### src/hdl/sfr_pkg.sv
package sfr_pkg;

   // sizes of the pattern window and the replacement
   localparam int MAX_PATTERN     = 8;
   localparam int MAX_REPLACEMENT = 8;

   // depth of the queue between the front and back ends
   localparam int QUEUE_DEPTH = 4;

   // configuration register indexes
   localparam logic [2:0] CSR_PATTERN_BYTES     = 3'd0;
   localparam logic [2:0] CSR_PATTERN_LEN       = 3'd1;
   localparam logic [2:0] CSR_REPLACEMENT_BYTES = 3'd2;
   localparam logic [2:0] CSR_REPLACEMENT_LEN   = 3'd3;
   localparam logic [2:0] CSR_OUT_LIMIT         = 3'd4;

   // input word
   typedef struct packed {
      logic [7:0] in_byte;
      logic       in_last;
   } req_type;

   // result word
   typedef struct packed {
      logic [7:0] out_byte;
      logic       out_valid;
      logic       out_last;
      logic       overflow;
   } rsp_type;

   // one classified input word: up to eight bytes to emit, plus end flags
   typedef struct packed {
      logic [63:0] bytes;
      logic [3:0]  count;
      logic        last;
      logic        ovf;
   } entry_type;

endpackage

### src/hdl/sfr_front.sv
module sfr_front (
   input  logic               clock,
   input  logic               reset,
   input  logic               req_valid,
   output logic               req_ready,
   input  sfr_pkg::req_type   req_data,
   input  logic               csr_valid,
   input  logic [2:0]         csr_index,
   input  logic [63:0]        csr_data,
   input  logic               queue_full,
   output logic               push,
   output sfr_pkg::entry_type push_entry
);

   // configuration registers
   logic [63:0] pattern_ff;
   logic [3:0]  pattern_len_ff;
   logic [63:0] replacement_ff;
   logic [3:0]  replacement_len_ff;
   logic [15:0] out_limit_ff;

   // window and stream state
   logic [7:0]  win_ff [0:7];
   logic [2:0]  wcount_ff;
   logic [15:0] produced_ff;
   logic        ovf_seen_ff;

   logic        accept;
   logic [7:0]  new_win [0:7];
   logic [3:0]  fill;
   logic        full;
   logic        match;
   logic [3:0]  gen;
   logic [63:0] vec;
   logic [15:0] room;
   logic        drop;
   logic [3:0]  kept;
   logic [3:0]  wr_len;
   logic [3:0]  wr_rlen;

   assign req_ready = !queue_full;
   assign accept    = req_valid && req_ready;

   // saturate written lengths
   always_comb begin
      wr_len = csr_data[3:0];
      if (wr_len == 4'd0) begin
         wr_len = 4'd1;
      end else if (wr_len > 4'(sfr_pkg::MAX_PATTERN)) begin
         wr_len = 4'(sfr_pkg::MAX_PATTERN);
      end
      wr_rlen = csr_data[3:0];
      if (wr_rlen > 4'(sfr_pkg::MAX_REPLACEMENT)) begin
         wr_rlen = 4'(sfr_pkg::MAX_REPLACEMENT);
      end
   end

   // configuration writes
   always_ff @(posedge clock) begin
      if (reset) begin
         pattern_ff         <= '0;
         pattern_len_ff     <= 4'd1;
         replacement_ff     <= '0;
         replacement_len_ff <= '0;
         out_limit_ff       <= 16'hffff;
      end else if (csr_valid) begin
         case (csr_index)
            sfr_pkg::CSR_PATTERN_BYTES: begin
               pattern_ff <= csr_data;
            end
            sfr_pkg::CSR_PATTERN_LEN: begin
               if (wcount_ff == 3'd0) begin
                  pattern_len_ff <= wr_len;
               end
            end
            sfr_pkg::CSR_REPLACEMENT_BYTES: begin
               replacement_ff <= csr_data;
            end
            sfr_pkg::CSR_REPLACEMENT_LEN: begin
               replacement_len_ff <= wr_rlen;
            end
            sfr_pkg::CSR_OUT_LIMIT: begin
               out_limit_ff <= csr_data[15:0];
            end
            default: begin
            end
         endcase
      end
   end

   // window with the new byte written in, and the pattern compare
   always_comb begin
      match = 1'b1;
      vec   = '0;
      for (int i = 0; i < 8; i++) begin
         new_win[i] = (3'(i) == wcount_ff) ? req_data.in_byte : win_ff[i];
         vec[8*i +: 8] = new_win[i];
         if ((4'(i) < pattern_len_ff) && (new_win[i] != pattern_ff[8*i +: 8])) begin
            match = 1'b0;
         end
      end
   end

   assign fill = {1'b0, wcount_ff} + 4'd1;
   assign full = (fill == pattern_len_ff);

   // bytes this word generates
   always_comb begin
      gen = 4'd0;
      if (full && match) begin
         gen = replacement_len_ff;
      end else if (req_data.in_last) begin
         gen = fill;
      end else if (full) begin
         gen = 4'd1;
      end
   end

   // output limit
   assign room = (produced_ff < out_limit_ff) ? (out_limit_ff - produced_ff) : 16'd0;
   assign drop = ({12'd0, gen} > room);
   assign kept = drop ? room[3:0] : gen;

   // word for the back end
   always_comb begin
      push_entry.bytes = (full && match) ? replacement_ff : vec;
      push_entry.count = kept;
      push_entry.last  = req_data.in_last;
      push_entry.ovf   = ovf_seen_ff || drop;
   end
   assign push = accept && ((kept != 4'd0) || req_data.in_last);

   // stream state update
   always_ff @(posedge clock) begin
      if (reset) begin
         wcount_ff   <= '0;
         produced_ff <= '0;
         ovf_seen_ff <= 1'b0;
      end else if (accept) begin
         if (req_data.in_last) begin
            produced_ff <= '0;
            ovf_seen_ff <= 1'b0;
         end else begin
            produced_ff <= produced_ff + {12'd0, kept};
            ovf_seen_ff <= ovf_seen_ff || drop;
         end
         if ((full && match) || req_data.in_last) begin
            wcount_ff <= '0;
         end else if (full) begin
            wcount_ff <= 3'(pattern_len_ff - 4'd1);
         end else begin
            wcount_ff <= fill[2:0];
         end
      end
   end

   // window bytes, shifted by one when the oldest byte leaves
   always_ff @(posedge clock) begin
      if (accept) begin
         for (int i = 0; i < 8; i++) begin
            if (full && !match && (i < 7)) begin
               win_ff[i] <= new_win[i+1];
            end else begin
               win_ff[i] <= new_win[i];
            end
         end
      end
   end

endmodule

### src/hdl/sfr_queue.sv
module sfr_queue (
   input  logic               clock,
   input  logic               reset,
   input  logic               push,
   input  sfr_pkg::entry_type push_entry,
   output logic               full,
   input  logic               pop,
   output logic               head_valid,
   output sfr_pkg::entry_type head
);

   localparam int PtrW = $clog2(sfr_pkg::QUEUE_DEPTH);

   sfr_pkg::entry_type entries_ff [0:sfr_pkg::QUEUE_DEPTH-1];
   logic [PtrW-1:0] wr_ptr_ff;
   logic [PtrW-1:0] rd_ptr_ff;
   logic [PtrW:0]   count_ff;

   assign full       = (count_ff == (PtrW+1)'(sfr_pkg::QUEUE_DEPTH));
   assign head_valid = (count_ff != '0);
   assign head       = entries_ff[rd_ptr_ff];

   // pointers and fill level
   always_ff @(posedge clock) begin
      if (reset) begin
         wr_ptr_ff <= '0;
         rd_ptr_ff <= '0;
         count_ff  <= '0;
      end else begin
         if (push) begin
            wr_ptr_ff <= wr_ptr_ff + 1'b1;
         end
         if (pop) begin
            rd_ptr_ff <= rd_ptr_ff + 1'b1;
         end
         if (push && !pop) begin
            count_ff <= count_ff + 1'b1;
         end else if (pop && !push) begin
            count_ff <= count_ff - 1'b1;
         end
      end
   end

   // storage
   always_ff @(posedge clock) begin
      if (push) begin
         entries_ff[wr_ptr_ff] <= push_entry;
      end
   end

endmodule

### src/hdl/sfr_back.sv
module sfr_back (
   input  logic               clock,
   input  logic               reset,
   input  logic               head_valid,
   input  sfr_pkg::entry_type head,
   output logic               pop,
   output logic               rsp_valid,
   input  logic               rsp_ready,
   output sfr_pkg::rsp_type   rsp_data
);

   logic [2:0]       idx_ff;
   logic             rsp_valid_ff;
   sfr_pkg::rsp_type rsp_data_ff;
   logic             load;
   logic             is_final;
   logic             empty_word;

   assign rsp_valid  = rsp_valid_ff;
   assign rsp_data   = rsp_data_ff;
   assign empty_word = (head.count == 4'd0);
   assign is_final   = empty_word || ({1'b0, idx_ff} == head.count - 4'd1);
   assign load       = head_valid && (!rsp_valid_ff || rsp_ready);
   assign pop        = load && is_final;

   // byte index within the current word
   always_ff @(posedge clock) begin
      if (reset) begin
         idx_ff <= '0;
      end else if (load) begin
         idx_ff <= is_final ? 3'd0 : idx_ff + 3'd1;
      end
   end

   // output register
   always_ff @(posedge clock) begin
      if (reset) begin
         rsp_valid_ff <= 1'b0;
      end else if (load) begin
         rsp_valid_ff <= 1'b1;
      end else if (rsp_ready) begin
         rsp_valid_ff <= 1'b0;
      end
   end

   always_ff @(posedge clock) begin
      if (load) begin
         rsp_data_ff.out_byte  <= empty_word ? 8'd0 : head.bytes[{idx_ff, 3'b000} +: 8];
         rsp_data_ff.out_valid <= !empty_word;
         rsp_data_ff.out_last  <= head.last && is_final;
         rsp_data_ff.overflow  <= head.last && is_final && head.ovf;
      end
   end

endmodule

### src/hdl/stream_find_replace_top.sv
// Streaming find and replace: every leftmost, non-overlapping occurrence of the
// configured pattern (1 to 8 bytes) is replaced by the configured replacement
// (0 to 8 bytes), other bytes pass through, and the final word of a stream
// carries out_last and the overflow flag once out_limit bytes were exceeded.
// An input word is taken every cycle while the four-entry queue has room; the
// front end classifies it in that cycle. The back end sends one result word
// per cycle while the queue holds a word and rsp_ready does not hold it off.
// An input word produces one result word for a plain byte, up to eight for a
// replacement or an end flush, one for a bare end marker, and a word that
// produces nothing is not queued. Result words pass through the queue entry
// and the back end's output register. Configuration writes are taken every
// cycle; the pattern length only while the window is empty.
module stream_find_replace_top (
   input  logic             clock,
   input  logic             reset,
   input  logic             req_valid,
   output logic             req_ready,
   input  sfr_pkg::req_type req_data,
   output logic             rsp_valid,
   input  logic             rsp_ready,
   output sfr_pkg::rsp_type rsp_data,
   input  logic             csr_valid,
   output logic             csr_ready,
   input  logic [2:0]       csr_index,
   input  logic [63:0]      csr_data
);

   logic               push;
   sfr_pkg::entry_type push_entry;
   logic               queue_full;
   logic               pop;
   logic               head_valid;
   sfr_pkg::entry_type head;

   assign csr_ready = 1'b1;

   // classify input words
   sfr_front u_front (
      .clock      (clock),
      .reset      (reset),
      .req_valid  (req_valid),
      .req_ready  (req_ready),
      .req_data   (req_data),
      .csr_valid  (csr_valid),
      .csr_index  (csr_index),
      .csr_data   (csr_data),
      .queue_full (queue_full),
      .push       (push),
      .push_entry (push_entry)
   );

   // decoupling queue
   sfr_queue u_queue (
      .clock      (clock),
      .reset      (reset),
      .push       (push),
      .push_entry (push_entry),
      .full       (queue_full),
      .pop        (pop),
      .head_valid (head_valid),
      .head       (head)
   );

   // serialize into result words
   sfr_back u_back (
      .clock      (clock),
      .reset      (reset),
      .head_valid (head_valid),
      .head       (head),
      .pop        (pop),
      .rsp_valid  (rsp_valid),
      .rsp_ready  (rsp_ready),
      .rsp_data   (rsp_data)
   );

   // no push into a full queue
   a_no_overrun: assert property (@(posedge clock) disable iff (reset)
      push |-> !queue_full)
      else $error("push into full queue");

   // pop only when the queue holds a word
   a_no_underrun: assert property (@(posedge clock) disable iff (reset)
      pop |-> head_valid)
      else $error("pop from empty queue");

   // an end marker without a byte is always the final word
   a_marker_last: assert property (@(posedge clock) disable iff (reset)
      (rsp_valid && !rsp_data.out_valid) |-> rsp_data.out_last)
      else $error("end marker not last");

   // overflow is only reported on the final word
   a_ovf_last: assert property (@(posedge clock) disable iff (reset)
      (rsp_valid && rsp_data.overflow) |-> rsp_data.out_last)
      else $error("overflow on non-final word");

endmodule

### config.mk
export PLATFORM = sky130hd
export DESIGN_NAME = stream_find_replace_top
export DESIGN_NICKNAME = d
export VERILOG_FILES = /design/src/hdl/sfr_pkg.sv /design/src/hdl/sfr_front.sv /design/src/hdl/sfr_queue.sv /design/src/hdl/sfr_back.sv /design/src/hdl/stream_find_replace_top.sv
export SDC_FILE = /design/constraint.sdc
export NUM_CORES = 1
export LEC_CHECK = 0
export BUFFER_PORTS_ARGS = -buffer_cell sky130_fd_sc_hd__buf_2
export CORE_ASPECT_RATIO = 0.6
export CORE_UTILIZATION = 45
export DETAILED_ROUTE_END_ITERATION = 6
export PLACE_DENSITY = 0.68
export SYNTH_ARGS = -nofsm -noshare
export SYNTH_HDL_FRONTEND = slang
export SYNTH_SLANG_ARGS = --single-unit
### constraint.sdc
create_clock -name clock -period 23.5 [get_ports clock]
set_input_delay 4.7 -clock clock [delete_from_list [all_inputs] [get_ports clock]]
set_output_delay 4.7 -clock clock [all_outputs]
set_load 0.02 [all_outputs]
# Word-level counts from Yosys, hierarchy flattened
# Memory sizes are Yosys's and may differ from the RTL's. A register that Yosys moved wholly into a read port is not among the register bits.
# Cells that the tools add are included.
dict set report op_classes {
  reduce_logical 42
  shifts 1
  order_cmp 11
  bitwise_logic 7
  n_eq_ne 22
  addsub 10
  muxes 52
}
# operator n
set op_table {}
lappend op_table {{8-bit two-way mux} 15}
lappend op_table {{64-bit two-way mux} 1}
lappend op_table {{8-bit != test} 8}
lappend op_table {{64-bit by 7-bit variable part select with 8-bit output} 1}
lappend op_table {{16-bit two-way mux} 2}
lappend op_table {{1-bit two-way mux} 22}
lappend op_table {{4-bit two-way mux} 5}
lappend op_table {{1-bit logical AND} 18}
lappend op_table {{16-bit by 4-bit adder with 16-bit output} 1}
lappend op_table {{4-bit by 16-bit greater-than comparator with 1-bit output} 1}
lappend op_table {{16-bit less-than comparator} 1}
lappend op_table {{3-bit by 4-bit less-than comparator with 1-bit output (first input constant)} 4}
lappend op_table {{16-bit subtractor} 1}
lappend op_table {{3-bit two-way mux} 5}
lappend op_table {{3-bit == test (first input constant)} 4}
lappend op_table {{4-bit zero test} 2}
lappend op_table {{1-bit by 4-bit less-than comparator with 1-bit output (first input constant)} 2}
lappend op_table {{2-bit by 4-bit less-than comparator with 1-bit output (first input constant)} 2}
lappend op_table {{2-bit AND reduction} 4}
lappend op_table {{1-bit bitwise OR} 7}
lappend op_table {{3-bit by 1-bit adder with 3-bit output (second input constant)} 2}
lappend op_table {{2-bit by 3-bit == test with 1-bit output (first input constant)} 2}
lappend op_table {{3-bit by 2-bit == test with 1-bit output (second input constant)} 2}
lappend op_table {{3-bit == test (second input constant)} 2}
lappend op_table {{17 further kinds} 31}
dict set report word_totals {
  inputBits 81
  ram_bits 344
  out_inout_bits 14
  wordCells 164
  regBits 194
  n_memories 2
}
# name words width rd rd_clocked_by_memory_dff wr line_no
set mem_list {}
lappend mem_list {u_queue.entries_ff 4 70 1 1 1 sfr_queue.sv:14} ;# sfr_pkg::entry_type entries_ff [0:sfr_pkg::QUEUE_DEPTH-1];
lappend mem_list {u_front.win_ff 8 8 8 0 8 sfr_front.sv:23} ;# logic [7:0] win_ff [0:7];

# Logic depth before layout (Yosys ltp)
# Gate-level depths: netlist of the first run.
dict set report depth {
  depth_word 23
  mapped_depth 39
  depth_no_buf 35
}

# Hierarchy
# Synthesis of the first run repeated with hierarchy kept, for this count alone.
dict set report unflattened {
  hier_cells 2150
  area_unflattened_um2 25599.6
}
# mod instances cells_per_inst seq_area_each_um2 area_per_inst_um2
set modules_own_cells {}
lappend modules_own_cells {sfr_front 1 1652 5365.1 13815.8}
lappend modules_own_cells {sfr_queue 1 410 8588.2 10605.2}
lappend modules_own_cells {sfr_back 1 86 410.4 1167.4}
lappend modules_own_cells {stream_find_replace_top 1 2 0.0 11.3}

# Worst setup path before layout of the first run
# OpenSTA, ideal clock, no wires.
dict set report synth_timing {
  path_type {input port to flip-flop}
  startpoint {input req_data[2] in the netlist's numbering}
  endpoint {memory u_queue.entries_ff[0][0] in the netlist's numbering (enable)}
  path_buffers 2
  setup_time_ns 0.436
  stages 22
  slack_ns 12.544
  arrival_ns 10.520
  path_cell_list {buf_6 inv_4 a22o_1 or4_4 a2111oi_4 a21oi_1 a2111oi_4 o211ai_4 clkbuf_1 o21ai_0 ha_1 nand4_1 o21ai_0 a21o_1 nor4_1 o2111ai_1 nor4_1 nand4_1 nor2b_1 a21oi_1 a21oi_4 and2_1}
}
dict set report synth_between {
  elab_chain_len 20
}
# element line_no
set synth_rtl {}
lappend synth_rtl {{from (decl)} stream_find_replace_top.sv:18} ;# input sfr_pkg::req_type req_data,
lappend synth_rtl {{8-bit two-way mux} sfr_front.sv:96} ;# new_win[i] = (3'(i) == wcount_ff) ? req_data.in_byte : win_ff[i];
lappend synth_rtl {{8-bit != test} sfr_front.sv:98} ;# if ((4'(i) < pattern_len_ff) && (new_win[i] != pattern_ff[8*i +: 8])) begin
lappend synth_rtl {{1-bit logical AND} sfr_front.sv:98}
lappend synth_rtl {{1-bit two-way mux (7 in a row)} sfr_front.sv:98}
lappend synth_rtl {{1-bit two-way mux *} sfr_front.sv:98}
lappend synth_rtl {{1-bit logical AND *} sfr_front.sv:110} ;# if (full && match) begin
lappend synth_rtl {{4-bit two-way mux *} sfr_front.sv:110}
lappend synth_rtl {{4-bit by 16-bit greater-than comparator with 1-bit output} sfr_front.sv:121} ;# assign drop = ({12'd0, gen} > room);
lappend synth_rtl {{4-bit two-way mux *} sfr_front.sv:122} ;# assign kept = drop ? room[3:0] : gen;
lappend synth_rtl {{4-bit nonzero test *} sfr_front.sv:131} ;# assign push = accept && ((kept != 4'd0) || req_data.in_last);
lappend synth_rtl {{1-bit logical OR *} sfr_front.sv:131}
lappend synth_rtl {{1-bit logical AND *} sfr_front.sv:131}
lappend synth_rtl {{net push} stream_find_replace_top.sv:28} ;# logic push;
lappend synth_rtl {{1-bit two-way mux *} sfr_queue.sv:46} ;# if (push) begin
lappend synth_rtl {{1-bit two-way mux (not written as such) *} sfr_queue.sv:47} ;# entries_ff[wr_ptr_ff] <= push_entry;
lappend synth_rtl {{to (decl)} sfr_queue.sv:14}
# The timed path passes the listed nets; every way through them passes the cells marked *.

==> summary.md, run 1 <==
| Metric | Value |
|---|---|
| Comb power frac | `0.243` |
| # H-tree levels | `2` |
| Post-synth top area cell | `edfxtp_1` |
| End of the worst hold path | `u_front.replacement_ff[38]$_SDFFE_PP0P_` |
| Beginning of the worst register-to-register path | `u_front.wcount_ff[2]$_SDFFE_PP0P_` |
| Ys Warns | `0` |
| CTS resizes | `0` |
| Worst slew pin tran | `~1.2 ns` |
| Post-synthesis instance total | `~2200` |
| DR pass1 iterations | `6` |
| Post-DP Area | `25900 um^2` |
| WL met3 | `7900 um` |
| Worst Slack Setup Final | `11.95 ns` |
| RSZ-0062 raised after global routing | `false` |
| Vias in the first global route | `16500` |
| Synth unique cells | `83` |
| Syn Area/Cell | `between 10 and 15 um^2` |
| Delay of the slowest cell on the worst path | `0.68 ns` |
| FF-to-FF setup slack | `approximately 15 ns` |
| Worst VDD drop | `approximately 0.057 mV` |
| # hold bufs at CTS | `0` |
| Core footprint | `roughly 55000 um^2` |
| Final period util | `0.492` |
| Leakage power | `9.75 nW` |
| FP Rows | `66` |
| EDFF count, synth | `between 300 and 400` |
| Max Slew Vio Count | `0` |
| Synth-to-layout area growth | `10.3%` |
| Hold WS | `0.455 ns` |
| Most common cell after layout, fill and taps aside | `nand2_1` |
| Clock share of power | `0.292` |
| First-pass GRT wire length | `105000 um` |
| Area share of the leading cell type in the synthesized netlist | `0.427` |
| Synth top area cells | `edfxtp_1, dfxtp_1, mux4_2` |
| Hold Startpoint | `u_front.replacement_ff[38]$_SDFFE_PP0P_` |
| Root Buffer Master | `clkbuf_16` |
| CTS tree | `done` |
| CTS Buffer Depth | `3` |
| Drc violations | `0` |
| Clock Latency Late Sink | `0.62 ns` |
| CP required | `about 24 ns` |
| Psw | `about 0.87 mW` |
| Filler cell count in the final layout | `approximately 4700` |
| Drt via density | `around 6` |
| Post-CTS Setup Inserts | `0` |
| CTS Sinks | `540` |
| MaxCap Viol Count | `0` |
| Sequential Power Share | `0.465` |
| Initial antenna violation count | `1` |
| Vias | `17700` |
| Fmax | `approximately 87 MHz` |
| Largest net degree at the start of global routing | `90` |
| Gr usage total | `0.250` |
| Post-route cell area | `27500 um^2` |
| Final #Nets | `2329` |
| Slew HR | `0.224` |
| Setup_tns | `0 ns` |
| Slowest cell on the critical path | `nor4_1` |
| Post-Route Utilization | `0.505` |
| Ys flop type | `edfxtp_1` |
| Number of buffers created by CTS | `50` |
| CP Class | `input port to register` |
| Reg2reg end | `u_front.produced_ff[14]$_SDFFE_PP0P_` |
| Max layer used | `met4` |
| PwrDens | `about 100 nW/um^2` |
| N_diodes | `0` |
| Antenna viol nets, final | `0` |
| Worst EP arrival | `12.03 ns` |
| M1 WL | `between 30000 and 40000 um` |
| Cell Area, Synth | `24900 um^2` |
| Total wire length | `71100 um` |
| Layout cell share with drive strength beyond 1 | `0.136` |
| Switching Fraction | `0.313` |
| Initial core utilization | `0.458` |
| Sequential fraction of the synthesis area | `0.576` |
| Min Tclk post-route | `about 12 ns` |
| Register clock-pin slew on the reported worst setup and hold paths | `~0.070 ns` |
| CP startpoint kind | `input port` |
| Critical Path Sink Type | `register` |
| Chip height | `184 um` |
| Asr flop ratio synth | `0` |
| DR WL/cell | `around 24 um` |
| # setup viols final | `0` |
| RePlAce Congestion | `0.928` |
| Register-to-Register Path Depth | `31` |
| Yosys reg bits | `between 500 and 600` |
| I/O pins | `95` |
| Place WS | `11.60 ns` |
| Int Pwr | `about 1.9 mW` |
| Global route overflow | `0` |
| Worst hold path class | `register to register` |
| IO Port Bufs | `just over 90` |
| Dpl hpwl | `48000 um` |
| Final Hold Fails | `0` |
| Status | `finished clean` |
| Die extent in x | `around 300 um` |
| Commonest non-fill, non-tap cells in the layout | `nand2_1, edfxtp_1, a21oi_1, dfxtp_1, nor2_1` |
| Die Area | `56400 um^2` |
| Syn_nets | `2293` |
| Met2 routed WL | `around 30000 um` |
| CP Max Fanout | `15` |
| Hold depth | `2` |
| Initial DRC count | `between 2000 and 2500` |
| Worst Skew | `0.0447 ns` |
registers in the layout, indices dropped and copies added (netlist names), named ones only:
name                        cells
u_front.pattern_ff             64
u_front.win_ff                 64
u_front.wcount_ff               3
u_queue.entries_ff            280
u_queue.wr_ptr_ff               2
u_front.ovf_seen_ff             1
u_queue.count_ff                3
u_back.rsp_data                11
u_front.produced_ff            16
u_back.rsp_valid                1
u_front.pattern_len_ff          4
u_queue.rd_ptr_ff               2
u_back.idx_ff                   3
u_front.replacement_len_ff      4
u_front.out_limit_ff           16
u_front.replacement_ff         64
power by group through the flow:
stage                     Sequential [mW]  Clock (mW)  Combinational (mW)
after detailed placement             1.31           0               0.667
after floorplan                      1.27           0               0.457
after CTS                            1.29       0.822               0.671
after global routing                 1.30       0.861               0.722
final                                1.29       0.811               0.674
after global placement               1.30           0               0.650
Yosys cell counts, drive strengths merged (17+ instances only):
library cell	n
nand2	403
edfxtp	355
a21oi	239
dfxtp	185
nor2	157
clkbuf	86
mux4	86
inv	84
mux2i	73
xnor2	46
a22oi	42
buf	40
ha	40
xor2	33
nor2b	26
o21ai	26
nor3	23
nand3b	18
a221oi	17
a31oi	17
kinds of logic after synthesis:
family | count (synthesis) | share of synthesized area
buf+inv | 211 | 0.0349
flops | 540 | 0.576
simple gates | 710 | 0.123
fa+ha+maj | 43 | 0.0225
compound gates | 421 | 0.106
other cells | 1 | 0.000150
mux | 164 | 0.110
xor+xnor | 79 | 0.0277
layout make-up:
class / instances / area, um^2 / share of cell area
Sequential cell: 540 / 14400 / 0.522
Multi-Input combinational cell: 1418 / 9730 / 0.354
Clock buffer: 73 / 1410 / 0.0513
Tap cell: 714 / 893 / 0.0325
Timing Repair Buffer: 110 / 596 / 0.0216
Inverter: 85 / 322 / 0.0117
Clock inverter: 18 / 200 / 0.00727
how the worst max path moves through the flow:
stage                 from                                   end  slack [ns]  cells after the start
6_report       req_data[7]  u_front.produced_ff[14]$_SDFFE_PP0P_       11.95                     32
4_1_cts        req_data[7]  u_front.produced_ff[14]$_SDFFE_PP0P_       12.22                     32
3_3_place_gp   req_data[7]  u_front.produced_ff[14]$_SDFFE_PP0P_       11.88                     32
5_1_grt        req_data[7]  u_front.produced_ff[14]$_SDFFE_PP0P_       11.37                     32
3_5_place_dp   req_data[7]  u_front.produced_ff[14]$_SDFFE_PP0P_       11.60                     32
2_1_floorplan  req_data[2]    u_queue.entries_ff[0][0]$_DFFE_PP_       12.54                     22
critical path: cells and delay by family:
| kind | cells | cell delay [ns] |
|---|---|---|
| simple gates | 13 | 3.00 |
| compound gates | 10 | 2.39 |
| fa+ha+maj | 3 | 0.97 |
| buf+inv | 5 | 0.80 |
| xor+xnor | 1 | 0.15 |
per-stage QoR:
stage | std cells | total power [mW]
floorplan | 2169 | 1.73
global placement | 2867 | 1.95
detailed placement | 2867 | 1.97
CTS | 2958 | 2.78
global route | 2958 | 2.88
finish | 2958 | 2.78
routing by layer:
layer  up-vias  global-route usage
met3       112              0.0584
met5         -                   0
li1       7908                   -
met2       832               0.348
met4         0              0.0527
met1      8864               0.391
No activity file was read; power rests on OpenSTA's default activity.
==> inputs of run 2 (changes only) <==
Settings changed: ABC_AREA set to 1, PLACE_DENSITY 0.68 to 0.7.
Clock period 23.5 ns to 10 ns, I/O delays scaled along.
==> run 2 against run 1 <==
Final cell count is 20% higher. Highest routed layer unchanged. Non-clock buffer count grew 8. Hold slack improved by 0.012 ns. Cell area is 0.15% higher. Sequential share of layout area is 0.076 points lower. Count of clock-buffer cells in the layout shrank 9. Global-route usage grew 1.7 points. Critical endpoint unchanged. First-iteration DRC count is 13% higher. Register-to-register slack worse by 13 ns. Area after synthesis up 0.26%. Via count grew 15%.
==> summary.md, run 2 <==
| Metric | Value |
|---|---|
| Synth unique cells | `48` |
| Antenna viol nets, final | `0` |
| # hold bufs at CTS | `0` |
| Initial antenna violation count | `1` |
| CP required | `between 10 and 15 ns` |
| CTS resizes | `0` |
| Critical Path Sink Type | `register` |
| CP Max Fanout | `61` |
| Slowest cell on the critical path | `nand3_4` |
| Chip height | `185 um` |
| Most frequent CP cell | `nand2_1` |
| Syn_nets | `slightly below 3000` |
| Core footprint | `~55000 um^2` |
| CTS tree | `done` |
| Global route overflow | `0` |
| I/O pins | `95` |
| Ys flop type | `edfxtp_1` |
| Gr usage total | `0.266` |
| Register-to-Register Path Depth | `38` |
| Slew HR | `0.107` |
| Delay of the slowest cell on the worst path | `a little under 0.6 ns` |
| Met2 routed WL | `~30000 um` |
| Setup_tns | `0 ns` |
| FF-to-FF setup slack | `around 2.3 ns` |
| Final period util | `0.782` |
| Cell Area, Synth | `between 20000 and 30000 um^2` |
| Simple-Gate Fraction of Synth Area | `0.184` |
| # setup viols final | `0` |
| WL met3 | `between 10000 and 15000 um` |
| First-pass GRT wire length | `114000 um` |
| Sequential fraction of the synthesis area | `0.574` |
| Total wire length | `76200 um` |
| Post-synthesis xor/xnor area fraction | `0.00735` |
| Initial core utilization | `0.459` |
| Leakage power | `between 10 and 15 nW` |
| Asr flop ratio synth | `0` |
| Post-Route Utilization | `0.506` |
| Worst hold path class | `register to register` |
| Register clock-pin slew on the reported worst setup and hold paths | `roughly 0.070 ns` |
| PwrDens | `between 200 and 300 nW/um^2` |
| Post-Synth Adder-Cell Area | `0.0224` |
| Synth Area in Compound Gates | `0.150` |
| Drt via density | `between 5 and 6` |
| Initial DRC count | `2347` |
| Hold Startpoint | `u_front.out_limit_ff[11]$_SDFFE_PP1P_` |
| Final #Nets | `about 2900` |
| Area share of the leading cell type in the synthesized netlist | `0.426` |
| Most common cell after layout, fill and taps aside | `nand2_1` |
| Min Tclk post-route | `just under 8 ns` |
| Die extent in x | `approximately 310 um` |
| DR WL/cell | `21.5 um` |
| # H-tree levels | `2` |
| Max Slew Vio Count | `0` |
| Status | `finished clean` |
| Hold depth | `2` |
| Worst EP arrival | `around 8.3 ns` |
| N_diodes | `0` |
| Die Area | `around 57000 um^2` |
| Clock Latency Late Sink | `about 0.60 ns` |
| Final Hold Fails | `0` |
| Vias | `about 20000` |
| Vias in the first global route | `about 19000` |
| Worst slew pin tran | `between 1 and 1.5 ns` |
| RSZ-0062 raised after global routing | `false` |
| Syn Area/Cell | `about 9 um^2` |
| FP Rows | `66` |
| CTS Sinks | `540` |
| Post-synthesis instance total | `around 2800` |
| Layout cell share with drive strength beyond 1 | `0.0889` |
| Commonest non-fill, non-tap cells in the layout | `nand2_1, nor2_1, edfxtp_1, o21ai_0, inv_1` |
| IO Port Bufs | `between 90 and 100` |
| CP Class | `input port to register` |
| Synth top area cells | `edfxtp_1, dfxtp_1, nand2_1` |
| Worst VDD drop | `~0.14 mV` |
| EDFF count, synth | `roughly 360` |
| Post-CTS Setup Inserts | `0` |
| Post-synth top area cell | `edfxtp_1` |
| Root Buffer Master | `clkbuf_16` |
| Synth-to-layout area growth | `10.2%` |
| MaxCap Viol Count | `0` |
| Final Power | `7.15 mW` |
| Drc violations | `0` |
| Number of buffers created by CTS | `between 40 and 50` |
| M1 WL | `about 34000 um` |
| Cell with the most instances after synthesis | `nand2_1` |
| Max layer used | `met4` |
| End of the worst hold path | `u_front.out_limit_ff[11]$_SDFFE_PP1P_` |
| CTS Buffer Depth | `3` |
| Largest register by flop count | `u_queue.entries_ff` |
| Largest family of logic cells by synthesized area | `simple AND/OR/NAND/NOR gates` |
| Max reg flops | `280` |
| Post-synth top cells | `nand2_1, nor2_1, edfxtp_1` |
| CP startpoint kind | `input port` |
| Yosys reg bits | `540` |
| DR pass1 iterations | `6` |
| Largest net degree at the start of global routing | `97` |
| Fmax | `about 130 MHz` |
| Beginning of the worst register-to-register path | `u_front.wcount_ff[0]$_SDFFE_PP0P_` |
| Reg2reg end | `u_front.produced_ff[14]$_SDFFE_PP0P_` |
| Dpl hpwl | `about 51000 um` |
| Post-synthesis mux area share | `0.00270` |
| Ys Warns | `0` |
| RePlAce Congestion | `0.901` |
| Worst Skew | `0.0368 ns` |
[run 2: cell types whose count changed after synthesis, sizes merged, moves of 93 or more]
cell   delta
inv     +122
nand2   +111
nor2    +279
o21ai   +355
nand3   +113
a21oi    -93
[run 2: layout make-up]
| class | instances | area [um^2] |
|---|---|---|
| clock buffers | 64 | 1330 |
| clock inverters | 26 | 284 |
| fillers | 4998 | 26900 |
| inverters | 210 | 801 |
| multi-input cells | 1865 | 9230 |
| flip-flops and latches | 540 | 14400 |
| well taps | 714 | 893 |
| repair buffers | 118 | 653 |
[run 2: cells by family (layout without fill, tap and decap cells)]
group	count (synthesis)	count (layout)
AND/OR/NAND/NOR	1127	1127
other	1	1
adder cells (fa/ha/maj)	43	43
multiplexers	6	6
AO/OA/AOI/OAI	667	667
XOR/XNOR	21	21
flip-flops	540	540
buffers and inverters	365	418
[run 2: how the worst max path moves through the flow]
stage,startpoint,end,cells past startpoint
3_3_place_gp,req_data[4],u_queue.entries_ff[0][46]$_DFFE_PP_,29
3_5_place_dp,req_data[4],u_front.produced_ff[14]$_SDFFE_PP0P_,35
2_1_floorplan,req_data[8],u_queue.entries_ff[0][0]$_DFFE_PP_,27
4_1_cts,req_data[4],u_front.produced_ff[14]$_SDFFE_PP0P_,35
5_1_grt,u_front.wcount_ff[0]$_SDFFE_PP0P_,u_front.produced_ff[14]$_SDFFE_PP0P_,39
6_report,req_data[4],u_front.produced_ff[14]$_SDFFE_PP0P_,35
[run 2: stage by stage]
step	std cells	area, um^2	hold slack, ns	worst slack [ns]
floorplan	2770	25000	0.430	1.74
global placement	3447	25900	0.443	1.93
detailed placement	3447	25900	0.452	1.77
CTS	3537	27600	0.471	2.36
global route	3537	27600	0.486	1.65
finish	3537	27600	0.467	2.18
[run 2: layer usage]
layer,vias to the layer above,GRT usage
li1,9521,-
met1,9804,0.401
met5,-,0
met4,0,0.0480
met3,93,0.0869
met2,1042,0.371
[run 2: where the power goes]
part           switching [mW]  total [mW]  internal [mW]
sequential              0.130        3.10           2.97
clock                   0.870        1.92           1.05
combinational            1.58        2.12          0.539
[run 2: worst max-delay path: cells and delay by family]
| kind | cells | cell delay, ns |
|---|---|---|
| AND/OR/NAND/NOR | 21 | 3.40 |
| AO/OA/AOI/OAI | 6 | 1.24 |
| adder cells (fa/ha/maj) | 3 | 0.85 |
| buffers and inverters | 5 | 0.75 |
==> inputs of run 3 (changes only) <==
Settings changed: PLACE_DENSITY 0.7 to 0.68.
Clock period 10 ns to 8.2 ns, I/O delays scaled along.
==> run 3 against run 2 <==
Sequential share of layout area is essentially flat. Global-route usage grew 0.11 points. Largest cell class unchanged. Count of clock-buffer cells in the layout up 2. Critical path depth up 3. First-iteration DRC count grew 16%. Utilization barely moved. Highest routed layer unchanged. Sequential cell count unchanged.
==> summary.md, run 3 (synthesis gave the netlist of run 2 again) <==
| Metric | Value |
|---|---|
| DR pass1 iterations | `5` |
| Worst EP arrival | `7.39 ns` |
| # setup viols final | `0` |
| CTS tree | `done` |
| PwrDens | `approximately 320 nW/um^2` |
| CTS Buffer Depth | `3` |
| First-pass GRT wire length | `~110000 um` |
| Total wire length | `between 70000 and 80000 um` |
| Min Tclk post-route | `between 6 and 7 ns` |
| Layout cell share with drive strength beyond 1 | `0.0885` |
| Fmax | `145 MHz` |
| Setup_tns | `0 ns` |
| FP Rows | `66` |
| Leakage power | `about 11 nW` |
| Post-DP Area | `between 20000 and 30000 um^2` |
| CP required | `8.68 ns` |
| Commonest non-fill, non-tap cells in the layout | `nand2_1, nor2_1, edfxtp_1, o21ai_0, inv_1` |
| Final #Nets | `slightly below 3000` |
| Most frequent CP cell | `nand2_1` |
| Chip height | `between 150 and 200 um` |
| Status | `finished clean` |
| Slowest cell on the critical path | `ha_1` |
| Largest net degree at the start of global routing | `~100` |
| CP Class | `register to register` |
| CTS Sinks | `540` |
| Final Hold Fails | `0` |
| Register-to-Register Path Depth | `38` |
| Antenna viol nets, final | `0` |
| Die extent in x | `306 um` |
| # H-tree levels | `2` |
| Number of buffers created by CTS | `between 40 and 50` |
| Drc violations | `0` |
| Vias | `around 20000` |
| Worst hold path class | `register to register` |
| RSZ-0062 raised after global routing | `false` |
| Largest register by flop count | `u_queue.entries_ff` |
| Most common cell after layout, fill and taps aside | `nand2_1` |
| Synth-to-layout area growth | `10.3%` |
| Gr usage total | `0.268` |
| CP Max Fanout | `14` |
| Root Buffer Master | `clkbuf_16` |
| Worst slew pin tran | `about 1.2 ns` |
| IO Port Bufs | `93` |
| # hold bufs at CTS | `0` |
| Worst Skew | `0.0336 ns` |
| Initial antenna violation count | `4` |
| Post-CTS Setup Inserts | `0` |
| Initial core utilization | `0.459` |
| Worst Slack Setup Final | `around 1.3 ns` |
| CP startpoint kind | `register` |
| RePlAce Congestion | `between 0.9 and 1` |
| Register clock-pin slew on the reported worst setup and hold paths | `roughly 0.07 ns` |
| DR WL/cell | `around 22 um` |
| Post-route cell area | `approximately 28000 um^2` |
| FF/Latch Area | `between 10000 and 15000 um^2` |
| Max Slew Vio Count | `0` |
| Slew HR | `0.189` |
| Final period util | `0.843` |
| Critical Path Start | `u_front.wcount_ff[0]$_SDFFE_PP0P_` |
| Filler cell count in the final layout | `5041` |
| I/O pins | `95` |
| Clock Latency Late Sink | `around 0.62 ns` |
| Core footprint | `about 55000 um^2` |
| Initial DRC count | `about 2700` |
| Delay of the slowest cell on the worst path | `between 0.6 and 0.7 ns` |
| Multi-input gate area in the final layout | `~9200 um^2` |
| Vias in the first global route | `18700` |
| Worst VDD drop | `0.169 mV` |
| Max reg flops | `280` |
| Drt via density | `just under 6` |
| Critical Path Sink Type | `register` |
| Hold Startpoint | `u_queue.rd_ptr_ff[1]$_SDFFE_PP0P_` |
| Hold depth | `2` |
| Place WS | `1.03 ns` |
| Die Area | `56600 um^2` |
| Global route overflow | `0` |
| Beginning of the worst register-to-register path | `u_front.wcount_ff[0]$_SDFFE_PP0P_` |
| CTS resizes | `0` |
| Dpl hpwl | `about 51000 um` |
| MaxCap Viol Count | `0` |
| Final Power | `about 8.7 mW` |
## run 3: final cells by class
cell class | count | area share
diodes | 2 | 0.000181
clock buffers | 66 | 0.0490
clock inverters | 26 | 0.00884
inverters | 210 | 0.0290
multi-input cells | 1865 | 0.334
flip-flops and latches | 540 | 0.521
well taps | 714 | 0.0324
repair buffers | 117 | 0.0252
## run 3: metrics by stage
step	hold WS [ns]	std cells	util
after detailed placement	0.455	3446	0.477
after global routing	0.485	3539	0.506
after global placement	0.446	3446	0.477
final	0.467	3540	0.506
after CTS	0.468	3538	0.506
after floorplan	0.430	2770	-
## run 3: power by group
part | switching [mW] | internal [mW]
clock network | 1.06 | 1.24
registers | 0.150 | 3.62
logic | 1.96 | 0.666
## run 3: critical path: cells and delay by family, from the launching register on
family / cells / cell delay (ns)
simple gates: 25 / 3.75
fa+ha+maj: 4 / 1.50
flops: 1 / 0.37
compound gates: 5 / 0.72
buf+inv: 4 / 0.44
## run 3: final timing paths
path         slack (ns)                              endpoint
max                1.29  u_front.produced_ff[14]$_SDFFE_PP0P_
min                0.47                              register
max reg2reg        1.29  u_front.produced_ff[14]$_SDFFE_PP0P_
min reg2reg        0.47                              register
## run 3: metal layers
| metal | part of all wire | track usage | routed length (um) | vias up |
|---|---|---|---|---|
| li1 | - | - | - | 9519 |
| met1 | 0.46 | 0.416 | 35000 | 9850 |
| met2 | 0.39 | 0.362 | 29700 | 1019 |
| met3 | 0.13 | 0.0778 | 10200 | 100 |
| met4 | 0.017 | 0.0538 | 1300 | 0 |
| met5 | 0 | 0 | 0 | - |
